`src/rtl/b64_pkg.sv`:
```
package b64_pkg;

   localparam int QUEUE_DEPTH = 2;
   localparam int QUEUE_PTR_W = (QUEUE_DEPTH > 1) ? $clog2(QUEUE_DEPTH) : 1;
   localparam int QUEUE_CNT_W = $clog2(QUEUE_DEPTH + 1);

   localparam logic [7:0] PAD_CHAR   = 8'h3D;
   localparam logic [7:0] UPPER_BASE = 8'h41;
   localparam logic [7:0] UPPER_LAST = 8'h5A;
   localparam logic [7:0] LOWER_BASE = 8'h61;
   localparam logic [7:0] LOWER_LAST = 8'h7A;
   localparam logic [7:0] DIGIT_BASE = 8'h30;
   localparam logic [7:0] DIGIT_LAST = 8'h39;
   localparam logic [7:0] PLUS_CHAR  = 8'h2B;
   localparam logic [7:0] SLASH_CHAR = 8'h2F;

   localparam logic [1:0] HELD_NONE = 2'd0;
   localparam logic [1:0] HELD_ONE  = 2'd1;
   localparam logic [1:0] HELD_TWO  = 2'd2;
   localparam logic [1:0] LAST_SLOT = 2'd3;

   // one complete or final partial group of up to three bytes
   typedef struct packed {
      logic [23:0] bits;      // first byte in 23:16, missing bytes zero
      logic [1:0]  pad_count; // number of trailing '=' characters
      logic        eom;       // group closes the message
   } group_type;

   function automatic logic [7:0] encode_char(input logic [5:0] idx);
      logic [7:0] wide;
      wide = {2'b00, idx};
      if (idx < 6'd26) begin
         encode_char = UPPER_BASE + wide;
      end else if (idx < 6'd52) begin
         encode_char = LOWER_BASE + wide - 8'd26;
      end else if (idx < 6'd62) begin
         encode_char = DIGIT_BASE + wide - 8'd52;
      end else if (idx == 6'd62) begin
         encode_char = PLUS_CHAR;
      end else begin
         encode_char = SLASH_CHAR;
      end
   endfunction

endpackage

```
`src/rtl/b64_front.sv`:
```
module b64_front
   import b64_pkg::*;
(
   input  logic        clock,
   input  logic        reset,
   input  logic        req_push,
   input  logic [7:0]  req_data_byte,
   input  logic        req_end_of_message,
   input  logic        queue_full,
   output logic        queue_push,
   output group_type   queue_data
);

   logic [15:0] held_bytes_ff, held_bytes_in;
   logic [1:0]  held_count_ff, held_count_in;
   logic        accept;

   assign accept = req_push && !queue_full;

   always_comb begin
      held_bytes_in  = held_bytes_ff;
      held_count_in  = held_count_ff;
      queue_push     = 1'b0;
      queue_data     = '0;
      queue_data.eom = req_end_of_message;
      case (held_count_ff)
         HELD_TWO: begin
            queue_data.bits      = {held_bytes_ff, req_data_byte};
            queue_data.pad_count = 2'd0;
         end
         HELD_ONE: begin
            queue_data.bits      = {held_bytes_ff[15:8], req_data_byte, 8'h00};
            queue_data.pad_count = 2'd1;
         end
         default: begin
            queue_data.bits      = {req_data_byte, 16'h0000};
            queue_data.pad_count = 2'd2;
         end
      endcase
      if (accept) begin
         if (held_count_ff == HELD_TWO || req_end_of_message) begin
            queue_push    = 1'b1;
            held_bytes_in = '0;
            held_count_in = HELD_NONE;
         end else begin
            if (held_count_ff == HELD_NONE) begin
               held_bytes_in = {req_data_byte, 8'h00};
            end else begin
               held_bytes_in = {held_bytes_ff[15:8], req_data_byte};
            end
            held_count_in = held_count_ff + 2'd1;
         end
      end
   end

   always_ff @(posedge clock) begin
      if (reset) begin
         held_bytes_ff <= '0;
         held_count_ff <= HELD_NONE;
      end else begin
         held_bytes_ff <= held_bytes_in;
         held_count_ff <= held_count_in;
      end
   end

endmodule

```
`src/rtl/b64_queue.sv`:
```
module b64_queue
   import b64_pkg::*;
(
   input  logic       clock,
   input  logic       reset,
   input  logic       push,
   input  group_type  push_data,
   output logic       full,
   input  logic       pop,
   output group_type  pop_data,
   output logic       empty
);

   group_type                entry_ff [QUEUE_DEPTH];
   logic [QUEUE_PTR_W-1:0]   wr_ptr_ff, wr_ptr_in;
   logic [QUEUE_PTR_W-1:0]   rd_ptr_ff, rd_ptr_in;
   logic [QUEUE_CNT_W-1:0]   count_ff, count_in;
   logic                     do_push, do_pop;

   localparam logic [QUEUE_PTR_W-1:0] PTR_LAST = QUEUE_PTR_W'(QUEUE_DEPTH - 1);
   localparam logic [QUEUE_CNT_W-1:0] CNT_FULL = QUEUE_CNT_W'(QUEUE_DEPTH);
   localparam logic [QUEUE_PTR_W-1:0] PTR_ONE  = QUEUE_PTR_W'(1);
   localparam logic [QUEUE_CNT_W-1:0] CNT_ONE  = QUEUE_CNT_W'(1);

   assign full     = (count_ff == CNT_FULL);
   assign empty    = (count_ff == '0);
   assign pop_data = entry_ff[rd_ptr_ff];
   assign do_push  = push && !full;
   assign do_pop   = pop && !empty;

   always_comb begin
      wr_ptr_in = wr_ptr_ff;
      rd_ptr_in = rd_ptr_ff;
      count_in  = count_ff;
      if (do_push) begin
         wr_ptr_in = (wr_ptr_ff == PTR_LAST) ? '0 : wr_ptr_ff + PTR_ONE;
      end
      if (do_pop) begin
         rd_ptr_in = (rd_ptr_ff == PTR_LAST) ? '0 : rd_ptr_ff + PTR_ONE;
      end
      if (do_push && !do_pop) begin
         count_in = count_ff + CNT_ONE;
      end else if (do_pop && !do_push) begin
         count_in = count_ff - CNT_ONE;
      end
   end

   always_ff @(posedge clock) begin
      if (reset) begin
         wr_ptr_ff <= '0;
         rd_ptr_ff <= '0;
         count_ff  <= '0;
      end else begin
         wr_ptr_ff <= wr_ptr_in;
         rd_ptr_ff <= rd_ptr_in;
         count_ff  <= count_in;
      end
   end

   always_ff @(posedge clock) begin
      if (do_push) begin
         entry_ff[wr_ptr_ff] <= push_data;
      end
   end

endmodule

```
`src/rtl/b64_back.sv`:
```
module b64_back
   import b64_pkg::*;
(
   input  logic       clock,
   input  logic       reset,
   input  group_type  queue_data,
   input  logic       queue_empty,
   output logic       queue_pop,
   input  logic       rsp_pop,
   output logic       rsp_empty,
   output logic [7:0] rsp_out_char,
   output logic       rsp_out_last
);

   group_type   group_ff, group_in;
   logic        busy_ff, busy_in;
   logic [1:0]  slot_ff, slot_in;
   logic        out_valid_ff, out_valid_in;
   logic [7:0]  out_char_ff, out_char_in;
   logic        out_last_ff, out_last_in;
   logic        advance, group_done;
   logic [5:0]  idx;
   logic        is_pad;

   // output register frees when empty or being taken this cycle
   assign advance    = busy_ff && (!out_valid_ff || rsp_pop);
   assign group_done = advance && (slot_ff == LAST_SLOT);
   assign queue_pop  = !queue_empty && (!busy_ff || group_done);

   always_comb begin
      case (slot_ff)
         2'd0:    idx = group_ff.bits[23:18];
         2'd1:    idx = group_ff.bits[17:12];
         2'd2:    idx = group_ff.bits[11:6];
         default: idx = group_ff.bits[5:0];
      endcase
   end

   assign is_pad = ({1'b0, slot_ff} + {1'b0, group_ff.pad_count}) > {1'b0, LAST_SLOT};

   always_comb begin
      group_in     = group_ff;
      busy_in      = busy_ff;
      slot_in      = slot_ff;
      out_valid_in = out_valid_ff;
      out_char_in  = out_char_ff;
      out_last_in  = out_last_ff;
      if (rsp_pop && out_valid_ff) begin
         out_valid_in = 1'b0;
      end
      if (advance) begin
         out_valid_in = 1'b1;
         out_char_in  = is_pad ? PAD_CHAR : encode_char(idx);
         out_last_in  = (slot_ff == LAST_SLOT) && group_ff.eom;
         slot_in      = slot_ff + 2'd1;
         if (group_done) begin
            busy_in = 1'b0;
         end
      end
      if (queue_pop) begin
         group_in = queue_data;
         busy_in  = 1'b1;
         slot_in  = 2'd0;
      end
   end

   always_ff @(posedge clock) begin
      if (reset) begin
         busy_ff      <= 1'b0;
         slot_ff      <= 2'd0;
         out_valid_ff <= 1'b0;
      end else begin
         busy_ff      <= busy_in;
         slot_ff      <= slot_in;
         out_valid_ff <= out_valid_in;
      end
   end

   always_ff @(posedge clock) begin
      group_ff    <= group_in;
      out_char_ff <= out_char_in;
      out_last_ff <= out_last_in;
   end

   assign rsp_empty    = !out_valid_ff;
   assign rsp_out_char = out_char_ff;
   assign rsp_out_last = out_last_ff;

endmodule

```
`src/rtl/base64_stream_encoder.sv`:
```
// channel   | direction | handshake        | payload
// ----------+-----------+------------------+---------------------------------------
// request   | in        | req_push/req_full | req_data_byte, req_end_of_message
// response  | out       | rsp_pop/rsp_empty | rsp_out_char, rsp_out_last
//
// one request byte per cycle is taken while the group queue has room; the back end
// sends one character per cycle while rsp_pop takes them, four per group, all
// through the single character output register
// a group passes the queue and the group register before its first character shows
// reset is synchronous and active high; it empties the byte buffer, the queue
// and the output register, with no clearing pass
// req_full rises only while both queue slots hold groups; a stalled rsp_pop holds
// the current character and backs up through the queue to req_full
module base64_stream_encoder
   import b64_pkg::*;
(
   input  logic       clock,
   input  logic       reset,
   input  logic       req_push,
   output logic       req_full,
   input  logic [7:0] req_data_byte,
   input  logic       req_end_of_message,
   output logic       rsp_empty,
   input  logic       rsp_pop,
   output logic [7:0] rsp_out_char,
   output logic       rsp_out_last
);

   // front to queue
   logic      front_push;
   group_type front_group;
   // queue to back
   logic      queue_full;
   logic      queue_empty;
   logic      back_pop;
   group_type back_group;

   // the front only ever waits on the queue
   assign req_full = queue_full;

   // byte buffer: groups bytes in threes, closes a short group on the end mark
   b64_front u_front (
      .clock              (clock),
      .reset              (reset),
      .req_push           (req_push),
      .req_data_byte      (req_data_byte),
      .req_end_of_message (req_end_of_message),
      .queue_full         (queue_full),
      .queue_push         (front_push),
      .queue_data         (front_group)
   );

   // short group queue decouples byte intake from character output
   b64_queue u_queue (
      .clock     (clock),
      .reset     (reset),
      .push      (front_push),
      .push_data (front_group),
      .full      (queue_full),
      .pop       (back_pop),
      .pop_data  (back_group),
      .empty     (queue_empty)
   );

   // character sequencer: four slots per group, alphabet lookup or padding,
   // next group loaded in the same cycle as the last slot so there is no gap
   b64_back u_back (
      .clock        (clock),
      .reset        (reset),
      .queue_data   (back_group),
      .queue_empty  (queue_empty),
      .queue_pop    (back_pop),
      .rsp_pop      (rsp_pop),
      .rsp_empty    (rsp_empty),
      .rsp_out_char (rsp_out_char),
      .rsp_out_last (rsp_out_last)
   );

endmodule

```
`config.mk`:
```
export PLATFORM = sky130hd
export DESIGN_NAME = base64_stream_encoder
export DESIGN_NICKNAME = d
export VERILOG_FILES = /design/src/rtl/b64_pkg.sv /design/src/rtl/b64_front.sv /design/src/rtl/b64_queue.sv /design/src/rtl/b64_back.sv /design/src/rtl/base64_stream_encoder.sv
export SDC_FILE = /design/constraint.sdc
export NUM_CORES = 1
export LEC_CHECK = 0
export ABC_AREA = 1
export BUFFER_PORTS_ARGS = -buffer_cell sky130_fd_sc_hd__buf_2
export CAP_MARGIN = 20
export CELL_PAD_IN_SITES_DETAIL_PLACEMENT = 0
export CELL_PAD_IN_SITES_GLOBAL_PLACEMENT = 1
export CORE_MARGIN = 2
export CORE_UTILIZATION = 45
export CTS_BUF_LIST = sky130_fd_sc_hd__clkbuf_2 sky130_fd_sc_hd__clkbuf_4 sky130_fd_sc_hd__clkbuf_8
export CTS_CLUSTER_DIAMETER = 30
export DETAILED_ROUTE_END_ITERATION = 10
export PLACE_DENSITY = 0.8
export SYNTH_ARGS = -nofsm -noshare
export SYNTH_HDL_FRONTEND = slang
export SYNTH_HIERARCHICAL = 1
export SYNTH_SLANG_ARGS = --single-unit
```
`constraint.sdc`:
```
create_clock -name clock -period 4.03 [get_ports clock]
set_clock_uncertainty 0.2 [all_clocks]
set_input_delay 1.0075 -clock clock [delete_from_list [all_inputs] [get_ports clock]]
set_output_delay 1.0075 -clock clock [all_outputs]
set_load 0.03 [all_outputs]
```
==> results.md, run 1 <==
- Tightest Pin Transition: 0.7423 ns
- Worst skew pair latency: 0.42 ns
- Placer Congestion: 0.8114
- WL/cell: 14.24 µm
- CTS H-tree depth: 4
- Hold WS: 0.2637 ns
- Critical path type: flip-flop to output port
- Worst path slowest cell: dfxtp_1
- Post-synthesis cell type count: 35
- Vias per cell: 4.968
- Largest net degree at the start of global routing: 30
- CP Launch Type: flip-flop
- Die ar.: 12,860 µm²
- RSZ-0062 raised after global routing: no
- CTS sink count: 117
- Cts hold-fix bufs: 0
- Outcome: finished, final reports clean
- Mapped Area: 5386 µm²
- Die Y: 113.4 µm
- Final nets: 518
- Antenna cells: 0
- Die Width: 113.4 µm
- Post-Synthesis Cells: 462
- Max clock buf depth: 2
- Top_reg_cell synth: edfxtp_1
- Yosys warnings: 6
- GRT Total Usage: 0.1537
- I/O Buffers: 23
- Most common cell after layout, fill and taps aside: edfxtp_1
- MaxCap Viol Count: 0
- Layout cell share with drive strength beyond 1: 0.2356
- Fmax: 378.1 MHz
- Setup Buffers After CTS: 0
- Maximum VDD drop: 0.0002929 V
- Drt pass-1 iters: 4
- Syn Nets: 488
- ANT nets after route: 0
- First-pass GRT wire length: 15,300 µm
- Total negative slack: 0 ns
- CP arrival: 1.44 ns
- Post-synth EDFFs: 90
- Clock transition at the registers of the reported paths: 0.07 ns
- Initial DRC count: 163
- Initial Utilization: 0.4658
- Hold Vio Cnt, Final: 0
- Core Region: 11,560 µm²
- Critical Path Max Stage Delay: 0.41 ns
- Final HPWL DP: 6435 µm
- Vias: 3,219
- TritonCTS clock tree: done
- CTS resizes: 0
- Post-Route WL: 9226 µm
- Syn Area/Cell: 11.66 µm²
- Initial antenna violation count: 0
- CTS Buf Count: 17
- Commonest cells after routing, fill and taps aside: edfxtp_1 (90), nand2_1 (84), inv_1 (36), nand3_1 (36), nor2_1 (28)
- Pwr per Cell Area: 692.5 nW/µm²
- Asr flop ratio synth: 0
- Vias in the first global route: 3,250
- Leakage power: 2.296 nW
- CP Cell Sequence: inv_1, nor2_1, buf_2
- DRC viols: 0
- Post-synthesis sequential area ratio: 0.6021
- CTS Root Cell: clkbuf_8
- Fin crit period: 2.645 ns
- Area Growth Syn to Fin: 11.52%
- Crit. End Element: output port
- Setup violations, final: 0
- GRT overflow: 0
- Worst EP required: 2.82 ns
- Placement Rows: 39
- HP Class: flip-flop to flip-flop
- Fin crit share: 0.6563
- CP max FO: 4
- Final Max Slew Viols: 0
- Max_slew headroom: 0.5052
- Synth Register Bits: 117
- Total I/O pin count: 24
-- area by class of cell --
type	count	area [µm²]
multi-input cells	290	1831
flip-flops and latches	117	3243
well taps	143	178.9
inverters	38	142.6
clock buffers	24	311.5
repair buffers	28	152.6
clock inverters	8	147.6
fillers	1006	5558
-- worst max-delay path, delay by kind of cell (launching register included) --
family,cells,cell delay (ns)
simple gates,1,0.24
buf+inv,2,0.36
flops,1,0.41
-- registers in the layout, indices dropped and copies added, names as in the netlist, named ones only --
name and count:
u_queue/entry_ff 54, u_back/group_ff 27, u_front/held_bytes_ff 16, u_back/rsp_out_char 8
u_back/slot_ff 2, u_front/held_count_ff 2, u_queue/count_ff 2, u_back/busy_ff 1
u_back/out_valid_ff 1, u_back/rsp_out_last 1, u_queue/rd_ptr_ff 1, u_queue/wr_ptr_ff 1
-- where the power goes --
part,internal [mW],total [mW],leakage [nW],switching [mW]
Combinational,0.446,1.25,1.01,0.806
Clock,0.761,1.21,0.227,0.452
Sequential,1.62,1.69,1.06,0.0769
Total,2.82,4.16,2.30,1.34
-- synth_stat cells, types with 2 or more instances --
master / count / area share
a21oi_1: 25 / 0.023
buf_12: 4 / 0.015
buf_2: 6 / 0.0056
buf_6: 5 / 0.010
dfxtp_1: 27 / 0.10
edfxtp_1: 90 / 0.50
ha_1: 13 / 0.030
inv_1: 36 / 0.025
inv_2: 2 / 0.0014
mux2_2: 7 / 0.015
mux2_4: 20 / 0.056
nand2_1: 84 / 0.059
nand2_2: 4 / 0.0046
nand2_4: 4 / 0.0084
nand3_1: 36 / 0.033
nand4_1: 17 / 0.020
nor2_1: 31 / 0.022
nor2_2: 5 / 0.0058
nor2_4: 5 / 0.010
o21ai_0: 20 / 0.019
o21ai_2: 2 / 0.0033
o21bai_2: 2 / 0.0042
o21bai_4: 2 / 0.0070
or2_1: 3 / 0.0035
or2_2: 2 / 0.0023
-- layer usage --
layer	GRT usage	routed length, µm	share of wire
met4	0.06992	126	0.014
met2	0.2567	4522	0.49
met1	0.1900	4262	0.46
met5	0	0	0
met3	0.03773	314	0.034
-- final timing paths --
path / start / to / slack (ns) / depth (start not counted)
max: u_queue/count_ff[1]$_SDFFE_PP0P_ / req_full / 1.39 / 3
min: u_front/held_bytes_ff[9]$_SDFFE_PP0P_ / u_front/held_bytes_ff[9]$_SDFFE_PP0P_ / 0.26 / 2
max reg2reg: u_back/slot_ff[1]$_SDFFE_PP0P_ / u_back/rsp_out_char[4]$_SDFFCE_PN1P_ / 1.57 / 10
min reg2reg: u_front/held_bytes_ff[9]$_SDFFE_PP0P_ / u_front/held_bytes_ff[9]$_SDFFE_PP0P_ / 0.26 / 2
-- cell families (layout without fill, tap and decap cells) --
family,count (synthesis),count (layout),synth area share
simple gates,192,192,0.1696
flops,117,117,0.6021
compound gates,56,56,0.06597
buf+inv,55,98,0.05947
mux,27,27,0.07038
fa+ha+maj,13,13,0.03020
other cells,1,1,0.0006962
xor+xnor,1,1,0.001626
-- per-stage QoR --
stage          utilization  power [mW]  area, µm²  cells  setup slack (ns)
3_3_place_gp        0.4797       2.944       5548    616             1.441
3_5_place_dp        0.4797       2.974       5548    616             1.370
6_report            0.5194       4.160       6007    648             1.385
5_1_grt             0.5194       4.406       6007    648             1.280
4_1_cts             0.5194       4.191       6007    648             1.359
2_1_floorplan            -       2.744       5386    462            0.5155
No activity file was read; power rests on OpenSTA's default activity.
==> run 2: changes to the inputs <==
- PLACE_DENSITY: 0.8 -> 0.82
- clock period: 4.03 -> 2.2 ns (I/O delays scaled with it)
==> run 2 against run 1 <==
Effect of this change:
- clock power is 51% higher
- via count increased by 3.7%
- sequential share of layout area fell by 1.1 points
- final area up 2.3%
- critical endpoint is now u_back/rsp_out_char[4]$_SDFFCE_PN1P_
- largest power group unchanged
- highest routed layer unchanged
==> results.md, run 2 (synthesis results as in run 1) <==
- Outcome: finished, final reports clean (unchanged)
- Setup ws final: 0.1018 ns (was 1.385 ns)
- Vias per cell: 5.056 (was 4.968)
- CP Launch Type: flip-flop (unchanged)
- Final HPWL DP: 6658 µm (was 6435 µm)
- Drt pass-1 iters: 5 (was 4)
- Hold WS: 0.1604 ns (was 0.2637 ns)
- Leakage power: 2.323 nW (was 2.296 nW)
- # fillers: 976 (was 1,006)
- Pwr per Cell Area: 1219 nW/µm² (was 692.5 nW/µm²)
- Fin crit period: 2.098 ns
- CTS Root Cell: clkbuf_8 (unchanged)
- Final Max Slew Viols: 0 (unchanged)
- Cts hold-fix bufs: 0 (unchanged)
- First-pass GRT wire length: 15,480 µm (was 15,300 µm)
- Die ar.: 12,860 µm² (unchanged)
- Clock transition at the registers of the reported paths: 0.07 ns (about the same)
- Fin crit share: 0.9537
- Largest register FFs: 54 (unchanged)
- Worst skew pair latency: 0.42 ns (about the same)
- Placed Cells: 627 (was 616)
- Critical path type: flip-flop to flip-flop (was flip-flop to output port)
- Antenna cells: 0 (unchanged)
- CTS H-tree depth: 4 (unchanged)
- Area Growth Syn to Fin: 14.12% (was 11.52%)
- CTS sink count: 117 (unchanged)
- CP max FO: 6 (was 4)
- Overall power: 7.491 mW (was 4.160 mW)
- Hold Vio Cnt, Final: 0 (unchanged)
- CTS Buf Count: 17 (unchanged)
- Top flop regs: u_queue/entry_ff (54), u_back/group_ff (27), u_front/held_bytes_ff (16) (unchanged)
- Setup violations, final: 0 (unchanged)
- Core Region: 11,560 µm² (unchanged)
- MaxCap Viol Count: 0 (unchanged)
- CP arrival: 2.07 ns (was 1.44 ns)
- Max clock buf depth: 2 (unchanged)
- ANT nets after route: 0 (unchanged)
- Fmax: 476.6 MHz
- TritonCTS clock tree: done (unchanged)
- Crit. End Element: flip-flop (was output port)
- Largest net degree at the start of global routing: 30 (unchanged)
- Initial antenna violation count: 0 (unchanged)
- GRT overflow: 0 (unchanged)
- Maximum VDD drop: 0.0005722 V (was 0.0002929 V)
- HP Class: primary input to flip-flop (was flip-flop to flip-flop)
- Placer Congestion: 0.8705 (was 0.8114)
- WL/cell: 14.15 µm (was 14.24 µm)
- Placement Rows: 39 (unchanged)
- Post-Route WL: 9339 µm (was 9226 µm)
- Die Y: 113.4 µm (unchanged)
- Layout Cells excl Fill: 660 (was 648)
- Biggest register: u_queue/entry_ff (unchanged)
- DRC viols: 0 (unchanged)
- Total I/O pin count: 24 (unchanged)
- Commonest cells after routing, fill and taps aside: edfxtp_1 (90), nand2_1 (84), nand3_1 (35), inv_1 (34), nor2_1 (27) (was edfxtp_1 (90), nand2_1 (84), inv_1 (36), nand3_1 (36), nor2_1 (28))
- Vias: 3,337 (was 3,219)
- Place WS: -0.02004 ns (was 1.370 ns)
- Final nets: 530 (was 518)
- GRT Total Usage: 0.1555 (was 0.1537)
- Layout cell share with drive strength beyond 1: 0.2843 (was 0.2356)
- Initial DRC count: 188 (was 163)
- Worst EP required: 2.17 ns (was 2.82 ns)
- Most common cell after layout, fill and taps aside: edfxtp_1 (unchanged)
- Initial Utilization: 0.4658 (unchanged)
- I/O Buffers: 23 (unchanged)
- Vias in the first global route: 3,323 (was 3,250)
- Die Width: 113.4 µm (unchanged)
run 2: worst paths after layout:
path / start / end / slack, ns / depth (start not counted)
setup / recovery: u_back/slot_ff[1]$_SDFFE_PP0P_ / u_back/rsp_out_char[4]$_SDFFCE_PN1P_ / 0.10 / 11
setup reg to reg: u_back/slot_ff[1]$_SDFFE_PP0P_ / u_back/rsp_out_char[4]$_SDFFCE_PN1P_ / 0.10 / 11
hold / removal: req_end_of_message / u_queue/entry_ff[1][0]$_DFFE_PP_ / 0.16 / 1
hold reg to reg: u_front/held_bytes_ff[0]$_SDFFE_PP0P_ / u_front/held_bytes_ff[0]$_SDFFE_PP0P_ / 0.27 / 2
run 2: worst max-delay path: stages (launching register included):
cell	delay, ns
dfxtp_4	0.39
inv_2	0.07
ha_4	0.18
nand2_1	0.07
nand2_1	0.08
o21bai_4	0.18
inv_1	0.08
ha_1	0.22
nand2_1	0.07
o21ai_0	0.07
a21oi_1	0.16
nand2_1	0.07
run 2: cell type report:
cell class,instances,area (µm²),share of cell area
inverter,38,150.1,0.02442
timing repair buffer,40,267.8,0.04356
multi-input combinational,290,1918,0.3120
sequential,117,3252,0.5290
clock inverter,13,125.1,0.02035
tap,143,178.9,0.02911
clock buffer,19,255.2,0.04152
run 2: stage by stage:
step	instance area, µm²	util	TNS [ns]
finish	6147	0.5315	0
global route	6147	0.5315	-0.001933
CTS	6056	0.5236	0
detailed placement	5669	0.4902	-0.02004
global placement	5669	0.4902	0
floorplan	5408	-	-14.35
run 2: per-layer routing:
layer | global-route usage | part of all wire
met5 | 0 | 0
met4 | 0.06341 | 0.014
met3 | 0.05207 | 0.040
met2 | 0.2583 | 0.50
met1 | 0.1871 | 0.45
run 2: timing repair:
item,4_1_cts,5_1_grt
resized for setup,3,20
setup buffers,0,1
endpoints found under the setup margin,1,7
pin swaps,1,4
run 2: report_power, final:
group / switching (mW) / internal [mW]
Combinational: 1.57 / 0.967
Clock: 0.887 / 0.946
Sequential: 0.159 / 2.97
Total: 2.61 / 4.88
==> run 3: changes to the inputs <==
- SETUP_SLACK_MARGIN: not set -> 0.5
==> run 3 against run 2 <==
Effect of this change:
- via count rose by 8.3%
- core utilization rose by 8.5 points
- combinational power rose by 51%
- register-to-register slack barely moved
- sequential cell count did not move
- largest power group is now combinational cells
- total power rose by 22%
- worst hold slack improved by 0.038 ns
- sequential power rose by 2%
==> results.md, run 3 (synthesis results as in run 1) <==
- Setup violations, final: 0 (unchanged)
- Place WS: 0.02861 ns (was -0.02004 ns)
- Initial DRC count: 259 (was 188)
- Placement Rows: 39 (unchanged)
- Crit. End Element: flip-flop (unchanged)
- Finished Core Util: 0.6163 (was 0.5315)
- # fillers: 839 (was 976)
- Multi-input logic area: 2223 µm² (was 1918 µm²)
- FF-to-FF Start: u_back/slot_ff[0]$_SDFFE_PP0P_ (was u_back/slot_ff[1]$_SDFFE_PP0P_)
- MaxCap Viol Count: 0 (unchanged)
- Critical Path Start: u_back/slot_ff[0]$_SDFFE_PP0P_ (was u_back/slot_ff[1]$_SDFFE_PP0P_)
- Vias per cell: 5.185 (was 5.056)
- First-pass GRT wire length: 18,260 µm (was 15,480 µm)
- R2r endpoint: u_back/rsp_out_char[1]$_SDFFCE_PN0P_ (was u_back/rsp_out_char[4]$_SDFFCE_PN1P_)
- Post-Route WL: 11,650 µm (was 9339 µm)
- Clock transition at the registers of the reported paths: 0.07 ns (about the same)
- Final nets: 567 (was 530)
- Final Max Slew Viols: 0 (unchanged)
- Total negative slack: 0 ns (unchanged)
- TritonCTS clock tree: done (unchanged)
- Top flop regs: u_queue/entry_ff (54), u_back/group_ff (27), u_front/held_bytes_ff (16) (unchanged)
- RSZ-0062 raised after global routing: yes
- Overall power: 9.155 mW (was 7.491 mW)
- Die Width: 113.4 µm (unchanged)
- FF-to-FF path depth: 10 (was 11)
- Fin crit period: 2.108 ns (was 2.098 ns)
- Critical path type: flip-flop to flip-flop (unchanged)
- CTS Buf Count: 17 (unchanged)
- Initial antenna violation count: 0 (unchanged)
- Outcome: finished, final reports clean (unchanged)
- CP arrival: 2.09 ns (was 2.07 ns)
- CTS sink count: 117 (unchanged)
- Area Growth Syn to Fin: 32.31% (was 14.12%)
- Hold Vio Cnt, Final: 0 (unchanged)
- Reg2Reg Setup Slack: 0.09 ns (was 0.10 ns)
- DRC viols: 0 (unchanged)
- WL/cell: 16.71 µm (was 14.15 µm)
- HP Class: primary input to flip-flop (unchanged)
- Largest net degree at the start of global routing: 28 (was 30)
- Placed Cells: 625 (was 627)
- Drt pass-1 iters: 5 (unchanged)
- Commonest cells after routing, fill and taps aside: edfxtp_1 (90), nand2_1 (58), buf_6 (28), nand2_2 (27), nand3_1 (27) (was edfxtp_1 (90), nand2_1 (84), nand3_1 (35), inv_1 (34), nor2_1 (27))
- Biggest register: u_queue/entry_ff (unchanged)
- Worst EP required: 2.18 ns (was 2.17 ns)
- Placed Area: 5762 µm² (was 5669 µm²)
- Fmax: 474.3 MHz (was 476.6 MHz)
- Hold WS: 0.1988 ns (was 0.1604 ns)
- ANT nets after route: 0 (unchanged)
- Core Region: 11,560 µm² (unchanged)
- Setup ws final: 0.09156 ns (was 0.1018 ns)
- Most common cell after layout, fill and taps aside: edfxtp_1 (unchanged)
- Register area: 3262 µm² (was 3252 µm²)
- CTS H-tree depth: 4 (unchanged)
- Max clock buf depth: 2 (unchanged)
- Worst skew pair latency: 0.43 ns (was 0.42 ns)
- Die ar.: 12,860 µm² (unchanged)
- Critical Path End: u_back/rsp_out_char[1]$_SDFFCE_PN0P_ (was u_back/rsp_out_char[4]$_SDFFCE_PN1P_)
- Antenna cells: 0 (unchanged)
- Leakage power: 2.702 nW (was 2.323 nW)
- Vias: 3,614 (was 3,337)
- Initial Utilization: 0.4658 (unchanged)
- Layout Cells excl Fill: 697 (was 660)
- Maximum VDD drop: 0.0006105 V (was 0.0005722 V)
- Vias in the first global route: 3,693 (was 3,323)
- CP max FO: 8 (was 6)
- CTS Root Cell: clkbuf_8 (unchanged)
- Die Y: 113.4 µm (unchanged)
- I/O Buffers: 23 (unchanged)
- Final instance area: 7127 µm² (was 6147 µm²)
- Layout cell share with drive strength beyond 1: 0.4531 (was 0.2843)
- GRT Total Usage: 0.1861 (was 0.1555)
- Total I/O pin count: 24 (unchanged)
- Placer Congestion: 0.8492 (was 0.8705)
- Final HPWL DP: 6799 µm (was 6658 µm)
- Largest register FFs: 54 (unchanged)
- GRT overflow: 0 (unchanged)
- CP Launch Type: flip-flop (unchanged)
- Fin crit share: 0.9584 (was 0.9537)
- Pwr per Cell Area: 1285 nW/µm² (was 1219 nW/µm²)
## run 3: cell types whose count changed in the layout (fill, tap and decap cells not counted), moves of 6 or more
cell	previous run	this run
buf_2	23	12
buf_4	15	24
buf_6	0	28
inv_1	34	26
nand2_1	84	58
nand2_2	4	27
nand3_1	35	27
nand3_2	1	8
nor2_4	7	13
o21ai_0	19	6
o21ai_2	2	8
## run 3: repair_timing
item                                    4_1_cts  5_1_grt
endpoints found under the setup margin      150      125
pin swaps                                    23       34
setup buffers                                25        8
resized for setup                            88       68
hold buffers                                  0        0
endpoints found under the hold margin         0        0
gates cloned                                  5        2
## run 3: area by class of cell
| cell class | instances | area share |
|---|---|---|
| Inverter | 38 | 0.02282 |
| Multi-Input combinational cell | 290 | 0.3120 |
| Clock buffer | 22 | 0.04073 |
| Clock inverter | 10 | 0.02124 |
| Timing Repair Buffer | 77 | 0.1204 |
| Sequential cell | 117 | 0.4577 |
| Tap cell | 143 | 0.02511 |
## run 3: how the worst min path moves through the flow
stage	start	slack, ns	end	cells past startpoint
6_report	req_end_of_message	0.20	u_queue/entry_ff[1][0]$_DFFE_PP_	1
5_1_grt	req_end_of_message	0.17	u_queue/entry_ff[1][0]$_DFFE_PP_	1
2_1_floorplan	u_front/held_bytes_ff[10]$_SDFFE_PP0P_	0.24	u_front/held_bytes_ff[10]$_SDFFE_PP0P_	2
3_5_place_dp	u_front/held_bytes_ff[2]$_SDFFE_PP0P_	0.25	u_front/held_bytes_ff[2]$_SDFFE_PP0P_	2
3_3_place_gp	u_front/held_bytes_ff[6]$_SDFFE_PP0P_	0.25	u_front/held_bytes_ff[6]$_SDFFE_PP0P_	2
4_1_cts	req_end_of_message	0.15	u_queue/entry_ff[0][0]$_DFFE_PP_	1
## run 3: critical path, cell delays in order (launching register included)
cell,delay (ns)
dfxtp_4,0.41
inv_4,0.06
ha_4,0.18
nand2_2,0.11
nand2_4,0.06
o21ai_4,0.29
nand2_4,0.11
nand2_2,0.10
nand2_2,0.10
o21ai_1,0.17
nor2_1,0.07
## run 3: layer usage
layer  GRT usage  share of wire  wire [µm]  vias to the layer above
li1            -              -          -                     1761
met1      0.2119           0.41       4829                     1753
met2      0.3313           0.53       6226                       79
met3     0.05207          0.032        376                       21
met4     0.07398          0.018        214                        0
met5           0              0          0                        -
## run 3: power breakdown
part	internal (mW)	switching [mW]	leakage (nW)	total, mW
combinational	1.78	2.04	1.41	3.82
clock	1.34	0.824	0.227	2.16
sequential	2.98	0.196	1.06	3.18
